==> src/hdl/assert_macros.svh <==
// ----------------------------------------------------------------------------
// Assertion macros
// Shared concurrent assertion wrappers; empty when SYNTHESIS is defined.
// ----------------------------------------------------------------------------
`ifndef ASSERT_MACROS_SVH
`define ASSERT_MACROS_SVH
`ifndef SYNTHESIS
`define ASSERT_IMPL(lbl, clk, rstn, ante, cons, msg) \
  lbl: assert property (@(posedge clk) disable iff (!rstn) (ante) |-> (cons)) else $error(msg);
`define ASSERT_NEXT(lbl, clk, rstn, ante, cons, msg) \
  lbl: assert property (@(posedge clk) disable iff (!rstn) (ante) |=> (cons)) else $error(msg);
`else
`define ASSERT_IMPL(lbl, clk, rstn, ante, cons, msg)
`define ASSERT_NEXT(lbl, clk, rstn, ante, cons, msg)
`endif
`endif

==> src/hdl/apf_pkg.sv <==
// ----------------------------------------------------------------------------
// apf_pkg
// Formats, coefficient tables, codes and types of the all-pole filter.
// ----------------------------------------------------------------------------
package apf_pkg;

  localparam int FILTER_ORDER = 10;
  localparam int NCOEF        = FILTER_ORDER + 1;
  localparam int TAP_W        = $clog2(NCOEF);

  localparam int SAMPLE_W = 24;
  localparam int HIST_W   = 48;
  localparam int COEF_W   = 64;
  localparam int IDX_W    = 4;
  localparam int TRIM_W   = 16;
  localparam int XSH      = 16;

  localparam int MUL_A_W  = 33;
  localparam int MUL_B_W  = 25;
  localparam int PROD_W   = MUL_A_W + MUL_B_W;
  localparam int ACC_W    = 116;
  localparam int RND_POS  = 55;
  localparam int FOLD_W   = 16;
  localparam int QUO_W    = 40;
  localparam int FQ_W     = 39;
  localparam int FQ_LO_W  = 24;

  localparam logic [63:0] DEC_SCALE = 64'd1000000000000;

  localparam logic REQ_SAMPLE = 1'b0;
  localparam logic REQ_TRIM   = 1'b1;

  localparam logic [1:0] PART_LAST  = 2'd3;
  localparam logic [1:0] TPART_LAST = 2'd1;

  localparam logic signed [ACC_W-1:0] ROUND_BIAS = ACC_W'(64'd1 << (RND_POS - 1));
  localparam logic signed [ACC_W-1:0] DIV_BIAS   = ACC_W'(32767);
  localparam logic [FOLD_W-1:0]       FOLD_MAX   = '1;

  // base coefficients in units of 1e-12
  localparam longint BASE_DEC [17] = '{
    64'sd811044, 64'sd8943665402000, -64'sd36838895290000, 64'sd92016978870000,
    -64'sd154337906000000, 64'sd181623328900000, -64'sd151865123500000,
    64'sd89096141140000, -64'sd35102985110000, 64'sd8388101016000,
    -64'sd923313471000, 64'sd0, 64'sd0, 64'sd0, 64'sd0, 64'sd0, 64'sd0
  };

  function automatic logic [COEF_W-1:0] dec_to_q55(input longint m);
    logic              neg;
    logic [63:0]       a;
    logic [63:0]       q;
    logic [63:0]       r;
    logic [63:0]       frac;
    logic [63:0]       res;
    int                i;
    neg  = (m < 0);
    a    = neg ? (64'd0 - 64'(m)) : 64'(m);
    q    = a / DEC_SCALE;
    r    = a % DEC_SCALE;
    frac = '0;
    for (i = 0; i < RND_POS; i++) begin
      r    = r << 1;
      frac = frac << 1;
      if (r >= DEC_SCALE) begin
        r    = r - DEC_SCALE;
        frac = frac | 64'd1;
      end
    end
    if ((r << 1) >= DEC_SCALE) begin
      frac = frac + 64'd1;
    end
    res = (q << RND_POS) + frac;
    return neg ? (64'd0 - res) : res;
  endfunction

  function automatic logic [NCOEF-1:0][COEF_W-1:0] base_table();
    logic [NCOEF-1:0][COEF_W-1:0] t;
    int                           k;
    for (k = 0; k < NCOEF; k++) begin
      t[k] = dec_to_q55(BASE_DEC[k]);
    end
    return t;
  endfunction

  localparam logic [NCOEF-1:0][COEF_W-1:0] BASE_Q55 = base_table();
  localparam logic [FQ_W-1:0] FACT0_Q55 = FQ_W'(dec_to_q55(64'sd10000000));
  localparam logic [FQ_W-1:0] FACT_Q55  = FQ_W'(dec_to_q55(64'sd1000000));

  typedef enum logic [1:0] {SH_0, SH_24, SH_32, SH_56} mac_shift_t;

  typedef enum logic {BIAS_ROUND, BIAS_DIV} mac_bias_t;

  typedef struct packed {
    logic       clear;
    mac_bias_t  bias;
    logic       issue;
    mac_shift_t shift;
    logic       fold;
  } mac_ctl_t;

  typedef enum logic [2:0] {
    ST_IDLE, ST_MAC, ST_DRAIN, ST_FIN, ST_TMUL, ST_TDRAIN, ST_TDIV
  } apf_state_t;

endpackage

==> src/hdl/apf_mac.sv <==
// ----------------------------------------------------------------------------
// apf_mac
// Shared 33x25 signed multiplier with a shifted 116-bit accumulator and a
// fold step for division by 65535.
// ----------------------------------------------------------------------------
module apf_mac import apf_pkg::*; (
  input  logic                      clk,
  input  logic                      rst_n,
  input  mac_ctl_t                  ctl,
  input  logic signed [MUL_A_W-1:0] op_a,
  input  logic signed [MUL_B_W-1:0] op_b,
  output logic signed [ACC_W-1:0]   acc
);

  logic signed [PROD_W-1:0] prod_r;
  logic                     prod_vld_r;
  mac_shift_t               prod_sh_r;
  logic signed [ACC_W-1:0]  acc_r;
  logic signed [ACC_W-1:0]  acc_nxt;
  logic signed [ACC_W-1:0]  pext;
  logic signed [ACC_W-1:0]  addend;
  logic signed [ACC_W-1:0]  low_part;

  always_ff @(posedge clk) begin
    if (!rst_n) begin
      prod_vld_r <= 1'b0;
    end else begin
      prod_vld_r <= ctl.issue;
    end
    prod_r    <= op_a * op_b;
    prod_sh_r <= ctl.shift;
  end

  always_comb begin
    pext = ACC_W'(prod_r);
    case (prod_sh_r)
      SH_0:    addend = pext;
      SH_24:   addend = pext <<< 24;
      SH_32:   addend = pext <<< 32;
      SH_56:   addend = pext <<< 56;
      default: addend = pext;
    endcase
  end

  always_comb begin
    low_part = {{(ACC_W-FOLD_W){1'b0}}, acc_r[FOLD_W-1:0]};
    acc_nxt  = acc_r;
    if (ctl.clear) begin
      acc_nxt = (ctl.bias == BIAS_DIV) ? DIV_BIAS : ROUND_BIAS;
    end else if (ctl.fold) begin
      acc_nxt = (acc_r >>> FOLD_W) + low_part;
    end else if (prod_vld_r) begin
      acc_nxt = acc_r + addend;
    end
  end

  always_ff @(posedge clk) begin
    acc_r <= acc_nxt;
  end

  assign acc = acc_r;

endmodule

==> config.mk <==
export PLATFORM = sky130hd
export DESIGN_NAME = apf_mac
export DESIGN_NICKNAME = d
export VERILOG_FILES = /design/src/hdl/assert_macros.svh /design/src/hdl/apf_pkg.sv /design/src/hdl/apf_mac.sv
export SDC_FILE = /design/constraint.sdc
export NUM_CORES = 2
export LEC_CHECK = 0
export ABC_AREA = 1
export BUFFER_PORTS_ARGS = -buffer_cell sky130_fd_sc_hd__buf_2
export CORE_MARGIN = 2
export CORE_UTILIZATION = 58
export CTS_CLUSTER_SIZE = 28
export DETAILED_ROUTE_END_ITERATION = 10
export GPL_TIMING_DRIVEN = 0
export PLACE_DENSITY = 0.81
export SLEW_MARGIN = 30
export SYNTH_ARGS = -nofsm -noshare
export SYNTH_HDL_FRONTEND = slang
export SYNTH_SLANG_ARGS = --single-unit
export TNS_END_PERCENT = 20
==> constraint.sdc <==
create_clock -name clk -period 18.7 [get_ports clk]
set_input_delay 0.935 -clock clk [delete_from_list [all_inputs] [get_ports clk]]
set_output_delay 0.935 -clock clk [all_outputs]
set_load 0.03 [all_outputs]
; ---- Yosys cells after proc, flatten, opt, wreduce, memory -nomap -nowiden
; Index checks and enable logic that the tools add are counted.
[word_totals]
ff_bits = 177
input_bits = 66
output_inout_bits = 116
word_cells = 17
[op_classes]
n_addsub = 2
multipliers = 1
n_eq_ne = 3
muxes = 5
n_reduce_logical = 2
[ops]
columns = operator, count
row1 = 116-bit case mux with 4 select lines, 1
row2 = 116-bit two-way mux, 3
row3 = 116-bit adder, 1
row4 = 100-bit by 17-bit adder with 101-bit output, 1
row5 = 33-bit by 25-bit multiplier with 58-bit output, 1
row6 = 55-bit two-way mux, 1
row7 = "2-bit == test, second input constant", 2
row8 = 3-bit nonzero test, 1
row9 = "2-bit by 1-bit == test with 1-bit output, second input constant", 1
row10 = 2-bit zero test, 1

; ---- Logic depth before layout (Yosys ltp)
[logic_depth]
depth_word = 6
mapped_depth = 30
depth_no_buf = 28

; ---- Worst setup path after synthesis
; Ideal clock, no wire load.
[synth_path]
kind = input -> register
startpoint = input port op_a[32]
endpoint = register prod_r[57]
setup_ns = 0.113
arrival_ns = 7.406
required_ns = 18.587
path_slack_ns = 11.182
stages = 24
n_path_buf = 2
path_cell_list = clkbuf_1 > clkbuf_1 > nand2_1 > inv_1 > fa_1 > inv_1 > fa_1 > inv_1 > fa_1 > fa_1 > fa_1 > fa_1 > inv_1 > fa_1 > inv_1 > ha_1 > a21o_1 > inv_1 > o21ai_0 > o21bai_1 > a221oi_1 > nand3_1 > nand2_1 > nand2_1
[synth_between]
elab_chain_len = 1
[synth_rtl]
columns = item, line_no
row1 = start: declaration, apf_mac.sv:10  ; input logic signed [MUL_A_W-1:0] op_a,
row2 = 33-bit by 25-bit multiplier with 58-bit output, apf_mac.sv:30  ; prod_r <= op_a * op_b;
row3 = end signal: assignment, apf_mac.sv:30
row4 = end: declaration, apf_mac.sv:15  ; logic signed [PROD_W-1:0] prod_r;
; No other way between the ends.
; A chain may end at the register's enable or synchronous reset.

; ---- Worst setup path in the final report
[layout_path]
startpoint = input port op_b[2]
endpoint = register prod_r[57]
[layout_between]
elab_chain_len = 1
[layout_rtl]
columns = item, line_no
row1 = start: declaration, apf_mac.sv:11  ; input logic signed [MUL_B_W-1:0] op_b,
row2 = 33-bit by 25-bit multiplier with 58-bit output, apf_mac.sv:30
; No other way between the ends.

==> results.toml <==
[setup_path]
cp.required_ns = 19.10
r2r_end = "acc[68]"
rr_worst_depth = 16
cp-startpoint = "op_b[2]"
critical_path.cell_chain = "clkbuf_1 -> clkbuf_1 -> nand2_1 -> inv_1 -> fa_1 -> inv_1 -> fa_1 -> inv_1 -> fa_2 -> inv_1 -> fa_1 -> fa_1 -> fa_1 -> fa_1 -> inv_1 -> ha_1 -> inv_1 -> nor3_1 -> nand2_1 -> nor2_1 -> nand3_1 -> nand4_1 -> nand2_1"
cp.arrival_ns = 9.69
cpPeakStageDelay_ns = 0.99
crit_type = "input port to flip-flop"
cp-end-kind = "flip-flop"
crit_path_max_fanout = 11
cp-endpoint = "prod_r[57]"
reg2reg_setup_slack_ns = 12.60
critPathLaunchType = "input port"
slowest_stage = "clkbuf_1"
r2r-start = "prod_sh_r[1]"

[cts]
htreeDepth = 4
cts.sinks = 177
cts_buffers = 17
tritoncts = "yes"
cts_post_setup_buffers_inserted = 0
clock-root-buffer = "clkbuf_16"
cts_max_path_buffers = 2
ctsResizeCount = 0
cts-hold-fix-buffers = 0
clk_pin_slew_worst_paths_ns = 0.08
clock_latency_ns = 0.53

[synth]
yosysWarnings = 0
synth_area_mm2 = 0.0548
async_flop_share = 0
synth_nets = 9539
ys.flop_type = "edfxtp_1"
synth_top_cell_area_share = 0.308
avgSynthCellArea_um2 = 6.58
synth-edff-count = 116
netlist_instances = 8341
yosys-top-cells-area = "fa_1, nand2_1, inv_1"
ys_ff_latch = 177
synth_top_cell_by_area = "fa_1"
ys_types = 61
ys_seq_area_frac = 0.0858

[die]
design.core.area_mm2 = 0.0935
die_area_mm2 = 0.0970
rows = 112
start_util = 0.587
io_pins = 182
die_w_um = 312
chipHeight_um = 312

[timing]
setup_violations = 0
period_needed_ns = 9.29
post-route-period-util = 0.497
setup_slack_ns = 9.41
fin_setup_tns_ns = 0
rsz0062_at_grt = "no"
slew_headroom = 0.165
slew_violations = 0
tightestPinTransition_ns = 1.25
hold_violations = 0
fin_skew_ns = 0.0357
max_freq_mhz = 108

[routing]
drtAntennaViolNets = 0
wl_um = 264000
wl_met3_um = 53600
avgRoutedWirePerCell_um = 27.0
wl_met2_um = 98700
maxUsedRoutingLayer = "met5"
vias_per_cell = 6.08
vias = 59403
wl_met1_um = 92400
drc = 0
drt_iter0_drc = 10460
drtPass1Iterations = 8

[outcome]
status = "finished, final reports clean"

[finish]
instances_no_fill = 9777
multiInputGateArea_mm2 = 0.0409
areaGrowthSynthToFinish_pct = 5.51
fin_nets = 9689
fillers = 8960
seq_area_mm2 = 0.00470
drive_gt1_frac = 0.0395

[global_route]
grt_first_pass_wirelength_um = 375000
grt-ovfl-total = 0
grtUsageTotal = 0.541
grt_start_max_net_pins = 46
grt_pass1_vias = 56728
antenna_found_initial = 26

[placed_design]
dpl.hpwl_um = 229000
dp_slack_ns = 8.81
port_buffers = 123
dp_cells = 9723
place_congestion = 1.20

[worst_hold_path]
min_path_type = "input port to flip-flop"

[job]
drv_cap = 0
-- cells in the mapped netlist, drive strengths merged, types with 29 or more instances --
master and instances:
nor2 595, nand2 2585, clkbuf 227, nand4 100, xor2 75, edfxtp 116, inv 2202, nor3 81
nand3 290, fa 844, ha 288, buf 29, xnor2 42, o21bai 34, a21oi 360, dfxtp 61
o21ai 217, nand3b 30
-- critical path: cells and delay by family --
kind / cells / cell delay, ns
and+or+nand+nor: 7 / 1.34
buffers and inverters: 8 / 2.56
adders and majority gates: 8 / 4.79
-- cells in the final DEF (no fill, tap or decap), types with 63 or more instances in the layout --
master / n
a21oi_1: 355
ha_1: 288
nand2_1: 2555
edfxtp_1: 116
nor3_1: 63
o21ai_0: 199
fa_1: 842
clkbuf_1: 202
inv_1: 2191
nand3_1: 283
nand4_1: 98
xor2_1: 75
buf_2: 131
nor2_1: 569
-- state kept, by name, indices dropped and copies added, names as in the netlist --
| signal | flops |
|---|---|
| acc | 116 |
| prod_r | 58 |
| prod_sh_r | 2 |
| prod_vld_r | 1 |
-- cells by family (layout without fill, tap and decap cells) --
logic type               after synthesis  after routing  share of synthesized area
flip-flops                           177            177                     0.0858
XOR/XNOR                             117            117                     0.0187
AND/OR/NAND/NOR                     3728           3728                      0.278
adder cells (fa/ha/maj)             1132           1132                      0.374
AO/OA/AOI/OAI                        725            725                     0.0746
buffers and inverters               2462           2625                      0.169
other                                  0             19                          0
-- per-stage QoR --
| stage | instance area (um^2) | utilization | hold WS (ns) |
|---|---|---|---|
| finish | 57900 | 0.619 | 0.543 |
| global route | 57800 | 0.619 | 0.537 |
| CTS | 57800 | 0.618 | 0.524 |
| detailed placement | 57100 | 0.611 | 0.798 |
| global placement | 57000 | 0.610 | 0.776 |
| floorplan | 54800 | - | 0.755 |
-- how the worst min path moves through the flow --
stage	startpoint	slack (ns)	end	cells after the start
global placement	acc[0]	0.78	acc[0]	3
CTS	ctl[1]	0.52	prod_sh_r[0]	1
finish	ctl[1]	0.54	prod_sh_r[0]	1
floorplan	prod_r[57]	0.75	acc[115]	4
global route	ctl[1]	0.54	prod_sh_r[0]	1
detailed placement	acc[0]	0.80	acc[0]	3
-- routing by layer --
metal / vias to the layer above / GRT usage
li1: 24953 / -
met1: 27608 / 0.686
met2: 5569 / 0.716
met3: 1241 / 0.300
met4: 32 / 0.312
met5: - / 0
-- area by class of cell --
cell class                      instances  area share
Inverter                             2206       0.143
Antenna cell                           19    0.000822
Tap cell                             1254      0.0271
Clock buffer                           17     0.00735
Buffer                                256      0.0175
Multi-Input combinational cell       5702       0.707
Timing Repair Buffer                  131      0.0127
Sequential cell                       177      0.0813
Clock inverter                         15     0.00342
Power is not shown: default switching activity piles up to over one toggle a cycle in this logic, so the estimate is an artifact.
